**config.mk**
```make
export PLATFORM = sky130hd
export DESIGN_NAME = spi_clock_divider_search
export DESIGN_NICKNAME = d
export VERILOG_FILES = /design/src/rtl/core/scs_pkg.sv /design/src/rtl/core/scs_sequencer.sv /design/src/rtl/core/scs_datapath.sv /design/src/rtl/core/scs_divider.sv /design/src/rtl/core/spi_clock_divider_search.sv
export SDC_FILE = /design/constraint.sdc
export NUM_CORES = 2
export LEC_CHECK = 0
export BUFFER_PORTS_ARGS = -buffer_cell sky130_fd_sc_hd__buf_2
export CORE_UTILIZATION = 55
export CTS_CLUSTER_SIZE = 10
export DETAILED_ROUTE_END_ITERATION = 8
export GPL_ROUTABILITY_DRIVEN = 0
export GPL_TIMING_DRIVEN = 0
export PLACE_DENSITY = 0.81
export SLEW_MARGIN = 20
export SYNTH_ARGS = -nofsm -noshare
export SYNTH_HDL_FRONTEND = slang
export SYNTH_HIERARCHICAL = 1
export SYNTH_SLANG_ARGS = --single-unit
```
**constraint.sdc**
```tcl
create_clock -name clock -period 10 [get_ports clock]
set_clock_uncertainty 0.1 [all_clocks]
set_input_delay 1 -clock clock [delete_from_list [all_inputs] [get_ports clock]]
set_output_delay 1 -clock clock [all_outputs]
set_load 0.1 [all_outputs]
```
**src/rtl/core/scs_pkg.sv**
```systemverilog
// Shared types, constants and the microcode table of the serial clock divider search.
// Used by every module under rtl/core; depends on nothing.
package scs_pkg;

   localparam int SCS_MAX_DIVIDER  = 255;
   localparam int SCS_MAX_PRESCALE = 254;

   localparam int SRC_W   = 32;
   localparam int FRAME_W = 5;
   localparam int SIZE_W  = 4;
   localparam int WORD_W  = 16;
   localparam int FIELD_W = 8;

   // datapath operations, one per microcode step
   typedef enum logic [2:0] {
      OP_WAIT,
      OP_MUL,
      OP_TEST,
      OP_DIV_INIT,
      OP_DIV_STEP,
      OP_EMIT
   } op_type;

   // branch conditions
   typedef enum logic [2:0] {
      C_ALWAYS,
      C_REQ,
      C_DONE,
      C_DIV_LAST,
      C_RSP_FREE
   } cond_type;

   // microcode addresses
   typedef enum logic [2:0] {
      S_WAIT,
      S_MUL,
      S_TEST,
      S_DIV_INIT,
      S_DIV_STEP,
      S_EMIT
   } step_type;

   typedef struct packed {
      op_type   op;
      cond_type cond;
      step_type tgt_true;
      step_type tgt_false;
   } ctrl_type;

   typedef struct packed {
      logic done;      // candidate met target, or search exhausted
      logic div_last;  // divider on its final step
   } status_type;

   function automatic ctrl_type scs_rom(input step_type step);
      ctrl_type c;
      unique case (step)
         S_WAIT:     c = '{OP_WAIT,     C_REQ,      S_MUL,      S_WAIT};
         S_MUL:      c = '{OP_MUL,      C_ALWAYS,   S_TEST,     S_TEST};
         S_TEST:     c = '{OP_TEST,     C_DONE,     S_DIV_INIT, S_MUL};
         S_DIV_INIT: c = '{OP_DIV_INIT, C_ALWAYS,   S_DIV_STEP, S_DIV_STEP};
         S_DIV_STEP: c = '{OP_DIV_STEP, C_DIV_LAST, S_EMIT,     S_DIV_STEP};
         S_EMIT:     c = '{OP_EMIT,     C_RSP_FREE, S_WAIT,     S_EMIT};
         default:    c = '{OP_WAIT,     C_ALWAYS,   S_WAIT,     S_WAIT};
      endcase
      return c;
   endfunction

endpackage

```
**src/rtl/core/scs_sequencer.sv**
```systemverilog
// Microcode sequencer: step counter, control ROM lookup and conditional branch.
// Depends on scs_pkg.
module scs_sequencer (
   input  logic                   clock,
   input  logic                   reset,
   input  logic                   req_valid,
   input  logic                   rsp_stall,
   input  scs_pkg::status_type    status,
   output scs_pkg::op_type        op
);
   import scs_pkg::*;

   step_type step_ff;
   step_type step_in;
   ctrl_type ctrl;
   logic     take;

   always_ff @(posedge clock) begin
      if (reset) begin
         step_ff <= S_WAIT;
      end else begin
         step_ff <= step_in;
      end
   end

   always_comb begin
      ctrl = scs_rom(step_ff);
      unique case (ctrl.cond)
         C_ALWAYS:   take = 1'b1;
         C_REQ:      take = req_valid;
         C_DONE:     take = status.done;
         C_DIV_LAST: take = status.div_last;
         C_RSP_FREE: take = !rsp_stall;
         default:    take = 1'b1;
      endcase
      step_in = take ? ctrl.tgt_true : ctrl.tgt_false;
      op      = ctrl.op;
   end

endmodule

```
**src/rtl/core/scs_datapath.sv**
```systemverilog
// Search datapath: captured request, prescale/divider walk, running modulus and
// the multiply-compare test of one candidate. Depends on scs_pkg.
module scs_datapath #(
   parameter int MAX_DIVIDER  = scs_pkg::SCS_MAX_DIVIDER,
   parameter int MAX_PRESCALE = scs_pkg::SCS_MAX_PRESCALE,
   parameter int KW           = $clog2((MAX_DIVIDER + 1) * MAX_PRESCALE + 1)
) (
   input  logic                          clock,
   input  scs_pkg::op_type               op,
   input  logic                          load,
   input  logic [scs_pkg::SRC_W-1:0]     source_clock_hz,
   input  logic [scs_pkg::SRC_W-1:0]     target_rate_hz,
   input  logic [scs_pkg::FRAME_W-1:0]   frame_bits,
   input  logic                          phase_second_edge,
   input  logic                          idle_high,
   output logic                          done,
   output logic [scs_pkg::SRC_W-1:0]     src,
   output logic [KW-1:0]                 modulus,
   output logic [scs_pkg::WORD_W-1:0]    control_word,
   output logic [scs_pkg::FIELD_W-1:0]   prescale_out,
   output logic [scs_pkg::FIELD_W-1:0]   divider_out,
   output logic                          unreachable
);
   import scs_pkg::*;

   localparam int DW     = $clog2(MAX_DIVIDER + 1);
   localparam int PW     = $clog2(MAX_PRESCALE + 1);
   localparam int PLAST  = MAX_PRESCALE - (MAX_PRESCALE % 2);
   localparam int PROD_W = SRC_W + 1 + KW;

   logic [SRC_W-1:0]  src_ff;
   logic [SRC_W-1:0]  tgt_ff;
   logic [SIZE_W-1:0] size_ff;
   logic              cpha_ff;
   logic              cpol_ff;
   logic [PW-1:0]     p_ff;
   logic [DW-1:0]     d_ff;
   logic [KW-1:0]     k_ff;
   logic [PROD_W-1:0] prod_ff;
   logic              miss_ff;

   logic d_last;
   logic p_last;
   logic hit;

   assign d_last = (d_ff == DW'(MAX_DIVIDER));
   assign p_last = (p_ff == PW'(PLAST));
   // floor(src/k) <= tgt  <=>  src < (tgt+1)*k
   assign hit    = (PROD_W'(src_ff) < prod_ff);
   assign done   = hit || (d_last && p_last);

   always_ff @(posedge clock) begin
      if (load) begin
         src_ff  <= source_clock_hz;
         tgt_ff  <= target_rate_hz;
         size_ff <= SIZE_W'(frame_bits - FRAME_W'(1));
         cpha_ff <= phase_second_edge;
         cpol_ff <= idle_high;
         p_ff    <= PW'(2);
         d_ff    <= '0;
         k_ff    <= KW'(2);
         miss_ff <= 1'b1;
      end
      case (op)
         OP_MUL: begin
            prod_ff <= PROD_W'({1'b0, tgt_ff} + (SRC_W + 1)'(1)) * PROD_W'(k_ff);
         end
         OP_TEST: begin
            if (hit) begin
               miss_ff <= 1'b0;
            end else if (!d_last) begin
               d_ff <= d_ff + DW'(1);
               k_ff <= k_ff + KW'(p_ff);
            end else if (!p_last) begin
               p_ff <= p_ff + PW'(2);
               d_ff <= '0;
               k_ff <= KW'(p_ff) + KW'(2);
            end
         end
         default: ;
      endcase
   end

   assign src          = src_ff;
   assign modulus      = k_ff;
   assign control_word = {FIELD_W'(d_ff), cpha_ff, cpol_ff, 2'b00, size_ff};
   assign prescale_out = FIELD_W'(p_ff);
   assign divider_out  = FIELD_W'(d_ff);
   assign unreachable  = miss_ff;

endmodule

```
**src/rtl/core/scs_divider.sv**
```systemverilog
// Restoring divider, one quotient bit per cycle: src / modulus.
// Depends on scs_pkg.
module scs_divider #(
   parameter int KW = 16
) (
   input  logic                       clock,
   input  logic                       start,
   input  logic                       step,
   input  logic [scs_pkg::SRC_W-1:0]  dividend,
   input  logic [KW-1:0]              divisor,
   output logic [scs_pkg::SRC_W-1:0]  quotient,
   output logic                       last
);
   import scs_pkg::*;

   localparam int CW = $clog2(SRC_W);

   logic [SRC_W-1:0] quo_ff;
   logic [KW-1:0]    rem_ff;
   logic [CW-1:0]    cnt_ff;
   logic [KW:0]      rem_sh;
   logic             fits;

   // partial remainder stays below the divisor, so KW bits hold it
   assign rem_sh = {rem_ff, quo_ff[SRC_W-1]};
   assign fits   = (rem_sh >= {1'b0, divisor});
   assign last   = (cnt_ff == CW'(SRC_W - 1));

   always_ff @(posedge clock) begin
      if (start) begin
         quo_ff <= dividend;
         rem_ff <= '0;
         cnt_ff <= '0;
      end else if (step) begin
         rem_ff <= fits ? KW'(rem_sh - {1'b0, divisor}) : rem_sh[KW-1:0];
         quo_ff <= {quo_ff[SRC_W-2:0], fits};
         cnt_ff <= cnt_ff + CW'(1);
      end
   end

   assign quotient = quo_ff;

endmodule

```
**src/rtl/core/spi_clock_divider_search.sv**
```systemverilog
// Top level of the serial clock prescaler/divider search.
// Instantiates scs_sequencer, scs_datapath and scs_divider; depends on scs_pkg.
//
// Usage:
//   req_* carries one setup transaction: source clock, target rate, frame size,
//   clock phase and idle polarity. rsp_* returns one transaction: control word,
//   prescale, divider, reached rate and the unreachable flag.
//   A transaction moves at a rising edge with valid high and stall low.
// Operation:
//   The block works on one transaction at a time. req_stall is low only while
//   the sequencer waits for a request. Each candidate pair (even prescale from
//   2, divider 0..MAX_DIVIDER inner) is tested with a registered
//   (target+1)*modulus multiply, then the compare. After the search, a
//   restoring divider computes the reached rate. With the default limits the
//   search tries at most 127 prescales x 256 dividers; no new setup is taken
//   before the result transaction has moved.
// Reset: synchronous, returns the sequencer to its wait step; no result pending.
// Stall: while rsp_stall is high the result holds on rsp_* and no new request
//   is taken.
module spi_clock_divider_search #(
   parameter int MAX_DIVIDER  = scs_pkg::SCS_MAX_DIVIDER,
   parameter int MAX_PRESCALE = scs_pkg::SCS_MAX_PRESCALE
) (
   input  logic                          clock,
   input  logic                          reset,
   input  logic                          req_valid,
   output logic                          req_stall,
   input  logic [scs_pkg::SRC_W-1:0]     req_source_clock_hz,
   input  logic [scs_pkg::SRC_W-1:0]     req_target_rate_hz,
   input  logic [scs_pkg::FRAME_W-1:0]   req_frame_bits,
   input  logic                          req_phase_second_edge,
   input  logic                          req_idle_high,
   output logic                          rsp_valid,
   input  logic                          rsp_stall,
   output logic [scs_pkg::WORD_W-1:0]    rsp_control_word,
   output logic [scs_pkg::FIELD_W-1:0]   rsp_prescale_out,
   output logic [scs_pkg::FIELD_W-1:0]   rsp_divider_out,
   output logic [scs_pkg::SRC_W-1:0]     rsp_reached_rate_hz,
   output logic                          rsp_unreachable
);
   import scs_pkg::*;

   // modulus (divider+1)*prescale width
   localparam int KW = $clog2((MAX_DIVIDER + 1) * MAX_PRESCALE + 1);

   op_type           op;
   status_type       status;
   logic             search_done;
   logic             div_last;
   logic             load;
   logic [SRC_W-1:0] src;
   logic [KW-1:0]    modulus;

   // request taken only in the wait step
   assign req_stall = (op != OP_WAIT);
   assign load      = req_valid && (op == OP_WAIT);
   assign rsp_valid = (op == OP_EMIT);
   assign status    = '{done: search_done, div_last: div_last};

   scs_sequencer u_seq (
      .clock     (clock),
      .reset     (reset),
      .req_valid (req_valid),
      .rsp_stall (rsp_stall),
      .status    (status),
      .op        (op)
   );

   scs_datapath #(
      .MAX_DIVIDER  (MAX_DIVIDER),
      .MAX_PRESCALE (MAX_PRESCALE),
      .KW           (KW)
   ) u_dp (
      .clock             (clock),
      .op                (op),
      .load              (load),
      .source_clock_hz   (req_source_clock_hz),
      .target_rate_hz    (req_target_rate_hz),
      .frame_bits        (req_frame_bits),
      .phase_second_edge (req_phase_second_edge),
      .idle_high         (req_idle_high),
      .done              (search_done),
      .src               (src),
      .modulus           (modulus),
      .control_word      (rsp_control_word),
      .prescale_out      (rsp_prescale_out),
      .divider_out       (rsp_divider_out),
      .unreachable       (rsp_unreachable)
   );

   // reached rate = src / ((divider+1)*prescale), final modulus held by datapath
   scs_divider #(
      .KW (KW)
   ) u_div (
      .clock    (clock),
      .start    (op == OP_DIV_INIT),
      .step     (op == OP_DIV_STEP),
      .dividend (src),
      .divisor  (modulus),
      .quotient (rsp_reached_rate_hz),
      .last     (div_last)
   );

endmodule

```
Word-level counts from Yosys, hierarchy flattened --
Cells that the tools add are included.
Word-level totals: register bits after elaboration 208, bits in latches 0, memory bits (writable) 0, ROM bits 0, bits of input ports 75, output and inout bits 67, memories 0
Cells by class: add/subtract/negate cells 8, $mul 1, divide/modulo/power cells 0, order comparisons 2, eq/ne operators 17, shifts and indexed selects 0, multiplexer cells 24, bitwise logic cells 0, reductions and logical operators 8
Operators by type and width (number):
- $mux W16 | 6
- $mux W8 | 10
- $pmux W12 S6 | 1
- $mux W32 | 2
- $lt A32 B49 Y1 | 1
- $mul A49 B16 Y49 | 1
- $add A32 B1 Y33 const B | 1
- $eq A3 B2 Y1 const B | 6
- $ge A17 B16 Y1 | 1
- $add A16 B8 Y16 | 1
- $eq A8 B8 Y1 const B | 2
- $sub A16 B16 Y16 | 1
- $eq A3 B3 Y1 const B | 5
- $add A8 B2 Y9 const B | 1
- $eq A3 B1 Y1 const B | 3
- $add A8 B1 Y8 const B | 1
- $add A8 B2 Y8 const B | 1
- $logic_not A3 Y1 | 2
- $add A5 B1 Y5 const B | 1
- $eq A5 B5 Y1 const B | 1
- $pmux W1 S4 | 1
- $sub A4 B1 Y4 const B | 1
- $mux W1 | 3
- $mux W3 | 1
- other kinds (5) | 6

Longest topological paths before layout --
depth in word-level cells 9, gate-level depth with buffers 32, mapped depth without buffers 30

Cells and area by module --
Netlist, hierarchy kept.
By module, submodules not included:
- scs_datapath | times used 1, cells an instance 2455, area each 23506.3 um^2, seq. area each 4244.1 um^2
- scs_divider | times used 1, cells an instance 326, area each 3310.7 um^2, seq. area each 1381.3 um^2
- scs_sequencer | times used 1, cells an instance 18, area each 153.9 um^2, seq. area each 60.1 um^2
- spi_clock_divider_search | times used 1, cells an instance 5, area each 42.5 um^2, seq. area each 0.0 um^2

Worst setup path after synthesis --
OpenSTA, ideal clock, no wires.
path kind input -> register, from input req_valid, to register u_dp.p_ff[6], in the netlist u_dp/prescale_out[6], arrival 10218 ps, data required time 9784 ps, slack -434 ps, stages on the path 4, path through nor4b_1 > a21oi_1 > o21bai_1 > a21o_1
Between the ends: longest elaborated chain between the ends 6
Ends and longest elaborated chain:
- start: declaration | RTL line spi_clock_divider_search.sv:26 | input logic req_valid,
- $logic_and A1 B1 Y1 * | RTL line spi_clock_divider_search.sv:56 | assign load = req_valid && (op == OP_WAIT);
- $mux W8 * | RTL line scs_datapath.sv:53 | if (load) begin
- $mux W8 | RTL line scs_datapath.sv:74 | end else if (!p_last) begin
- $mux W8 | RTL line scs_datapath.sv:71 | end else if (!d_last) begin
- $mux W8 | RTL line scs_datapath.sv:69 | if (hit) begin
- $mux W8 * | RTL line scs_datapath.sv:64 | case (op)
- end signal: assignment | RTL line scs_datapath.sv:75 | p_ff <= p_ff + PW'(2);
- end: declaration | RTL line scs_datapath.sv:36 | logic [PW-1:0] p_ff;
Every way passes the cells marked *; elsewhere a longest branch is shown, timed or not. A chain may end at the register's enable or synchronous reset.

Worst setup path after layout --
from register u_dp.tgt_ff[0], to register u_dp.prod_ff[45] (data pin)
Between the ends: longest elaborated chain between the ends 2
Ends and longest elaborated chain:
- start: declaration | RTL line scs_datapath.sv:32 | logic [SRC_W-1:0] tgt_ff;
- start signal: assignment | RTL line scs_datapath.sv:55 | tgt_ff <= target_rate_hz;
- $add A32 B1 Y33 | RTL line scs_datapath.sv:66 | prod_ff <= PROD_W'({1'b0, tgt_ff} + (SRC_W + 1)'(1)) * PROD_W'(k_ff);
- $mul A49 B16 Y49 | RTL line scs_datapath.sv:66
- end signal: assignment | RTL line scs_datapath.sv:66
- end: declaration | RTL line scs_datapath.sv:39 | logic [PROD_W-1:0] prod_ff;
No other way between the ends.

==> flow_summary.ini <==
[layout]
drive_above_1_share_pct = 10.0
syn_to_final_growth_pct = 8.85
final_cell_mix = inv_1, fa_1, nand2_1
seqCellArea_um2 = 5690
num-nets-final = 3673
fill_cells = 3787
layout_commonest_cell = inv_1
multi_input_area_um2 = 18900

[worst_setup_path]
slowest_stage = edfxtp_1
cp-end-kind = register
r2r-end = u_dp/prod_ff[45]$_DFFE_PN_
startpoint_type = register
crit_end = u_dp/prod_ff[45]$_DFFE_PN_
worst-r2r-cell-count = 29
cp_max_fo = 10
regToRegSetupSlack_ns = 0.27
required_ns = 10.19
slowest_delay_ns = 0.65
r2r-start = u_dp/tgt_ff[0]$_DFFE_PP_
arrival_ns = 9.92
worst_path_most_repeated_cell = fa_1
crit_path_start = u_dp/tgt_ff[0]$_DFFE_PP_
crit_type = register to register

[logic_synthesis]
postSynth.asyncResetShare_pct = 0
synth_top_area_share_pct = 32.2
yosys_warnings = 6
synth.largest_area_cell = fa_1
netlist_area_um2 = 27000
synth-seq-area-share_pct = 21.0
syn-instance-count = 2804
avgSynthCellArea_um2 = 9.63
synth-edff-count = 152
ys.flop_type = edfxtp_1
ys_seq_elements = 208
synth.area.top_cells = fa_1, edfxtp_1, ha_1
yosys.cell_types.count = 94

[clock_tree]
path_clk_slew_ns = 0.06
clk_latency_ns = 0.55
cts_tree = built
cts.path.max_buffers = 3
cts_inserted_buffers = 25
cts_num_sinks = 208
clock-root-buffer = clkbuf_16
h-tree-depth = 1
postCtsSetupRepairBufs = 0

[die]
die_area_um2 = 50000
rows = 80
die_width_um = 224
ioPinCount = 142
initial_utilization_pct = 56.2
fp.dieH_um = 224
core_area_um2 = 48000

[sta]
setup_violations = 0
drv_slew = 0
worst_pin_slew_ns = 1.02
period_share_pct = 97.3
max_freq_mhz = 103
hold_ws_ns = 0.387
max-slew-margin-rel_pct = 31.8
rsz0062_at_grt = false
period_minus_slack_ns = 9.73
hold_violations = 0

[drt]
drt_iter0_markers = 1915
vias = 20936
vias_per_cell = 5.80
route.met3.wl_mm = 7.35
wl_per_cell_um = 20.2
drc = 0
maxUsedRoutingLayer = met4
drt-met1-wl_mm = 26.4
drtAntennaViolNets = 0
met2_length_mm = 34.2
drt-total-wl_mm = 72.9
drt_first_pass_iters = 6

[power_and_ir_drop]
leakagePower_nw = 14.1
power_w = 0.00303
powerDensity_nw_per_um2 = 103
irDropWorstVdd_v = 0.000131

[grt]
first_global_vias = 22274
overflow = 0
grt_antenna_before_repair = 1
grt_start_max_net_pins = 33
grt_pass1_wl_mm = 117
gr-usage-all-layers_pct = 30.1

[job]
maxCapViolations = 0

[place]
dpl.hpwl_mm = 58.5
port_buffers = 138

[worst_hold_path]
hold_path.class = register to register

[run_status]
status = complete, no violations
==> kinds of logic (layout without fill, tap and decap cells) <==
family                     Yosys count  in the layout  share of synthesized area (%)
other                                1              3                         0.0139
buffers and inverters              653            839                           9.38
and+or+nand+nor                    887            887                           16.2
muxes                               38             38                           1.58
adders and majority gates          616            616                           40.6
xor gates and xnor gates           101            101                           3.30
DFF                                208            208                           21.0
AOI/OAI and AO/OA                  300            300                           7.85
==> power by group <==
| group | switching, W | total (W) | internal [W] |
|---|---|---|---|
| logic | 0.000713 | 0.00113 | 0.000414 |
| clock network | 0.000348 | 0.000812 | 0.000465 |
| registers | 0.0000687 | 0.00109 | 0.00102 |
==> cell usage after synthesis (4+ instances only) <==
library cell / number
buf_2: 21
or2_2: 4
and3_1: 22
nor4_1: 6
o21a_1: 4
a311oi_1: 8
nand2_1: 375
o2bb2ai_1: 5
dfxtp_1: 56
fa_1: 434
o211ai_1: 10
xor2_1: 38
nor2_1: 80
a21o_1: 53
a21oi_1: 72
nor3b_1: 8
nand2b_1: 10
mux2_2: 33
o21ai_0: 46
inv_1: 509
and2_1: 215
nor3_1: 13
o41ai_1: 5
a21boi_0: 4
edfxtp_1: 152
clkbuf_1: 104
o21bai_1: 13
nand3_1: 66
xnor2_1: 62
a22o_1: 5
and4_1: 7
mux2i_1: 4
buf_4: 13
nand4_1: 28
or3_1: 13
a211oi_1: 9
nor2b_1: 23
a31o_2: 4
ha_1: 182
o21ai_1: 5
a31oi_1: 8
==> per-stage QoR <==
step	instances	instance area [µm²]	setup WS [ns]	utilization [%]	TNS, ns
2_1_floorplan	2805	27000	2.20	-	0
3_3_place_gp	3558	28500	-0.176	59.3	-0.239
3_5_place_dp	3570	28600	-0.169	59.6	-0.264
4_1_cts	3606	29300	0.123	61.0	0
5_1_grt	3607	29400	0.00537	61.2	0
6_report	3607	29400	0.266	61.2	0
==> critical path, delay by kind of cell, from the launching register on <==
kind	cells	cell delay (ns)
XOR/XNOR	2	0.75
flip-flops	1	0.65
adder cells (fa/ha/maj)	8	3.93
AO/OA/AOI/OAI	5	0.99
buffers and inverters	4	0.55
AND/OR/NAND/NOR	10	2.51
==> worst min-delay path by stage <==
stage                     depth (start not counted)  slack [ns]                     endpoint                        start
after global routing                              2        0.43     u_dp/unreachable$_DFF_P_     u_dp/unreachable$_DFF_P_
final                                             2        0.39     u_dp/unreachable$_DFF_P_     u_dp/unreachable$_DFF_P_
after detailed placement                          2        0.38     u_dp/unreachable$_DFF_P_     u_dp/unreachable$_DFF_P_
after global placement                            2        0.37     u_dp/unreachable$_DFF_P_     u_dp/unreachable$_DFF_P_
after CTS                                         2        0.39     u_dp/unreachable$_DFF_P_     u_dp/unreachable$_DFF_P_
after floorplan                                   1        0.36  u_seq/step_ff[1]$_SDFF_PP0_  u_seq/step_ff[2]$_SDFF_PP0_
==> sequential cells by signal (all words and copies together) (netlist names) <==
signal and cells:
u_dp/modulus 16, u_dp/cpol_ff 1, u_div/rem_ff 16, u_dp/cpha_ff 1, u_div/quotient 32, u_dp/unreachable 1, u_div/cnt_ff 5, u_dp/tgt_ff 32
u_dp/prescale_out 8, u_dp/divider_out 8, u_seq/step_ff 3, u_dp/src 32, u_dp/size_ff 4, u_dp/prod_ff 49
==> layout make-up <==
| class | count | area share (%) |
|---|---|---|
| multi-input cells | 1944 | 64.3 |
| flip-flops and latches | 208 | 19.3 |
| inverters | 511 | 6.52 |
| repair buffers | 150 | 2.74 |
| well taps | 615 | 2.62 |
| clock buffers | 34 | 2.31 |
| plain buffers | 142 | 2.10 |
| clock inverters | 2 | 0.0426 |
| diodes | 1 | 0.00851 |
==> per-layer routing <==
layer | track usage [%] | vias up
met1 | 37.0 | 10164
li1 | - | 9206
met3 | 5.95 | 301
met5 | 0 | -
met4 | 18.1 | 0
met2 | 49.1 | 1265
==> what timing repair did <==
| item | 4_1_cts | 5_1_grt |
|---|---|---|
| hold buffers | 0 | 0 |
| gates resized for setup | 3 | 14 |
| gates cloned | 0 | 0 |
| endpoints found under the hold margin | 0 | 0 |
| endpoints found under the setup margin | 5 | 8 |
Note: power is estimated with default switching activity, not from simulation.
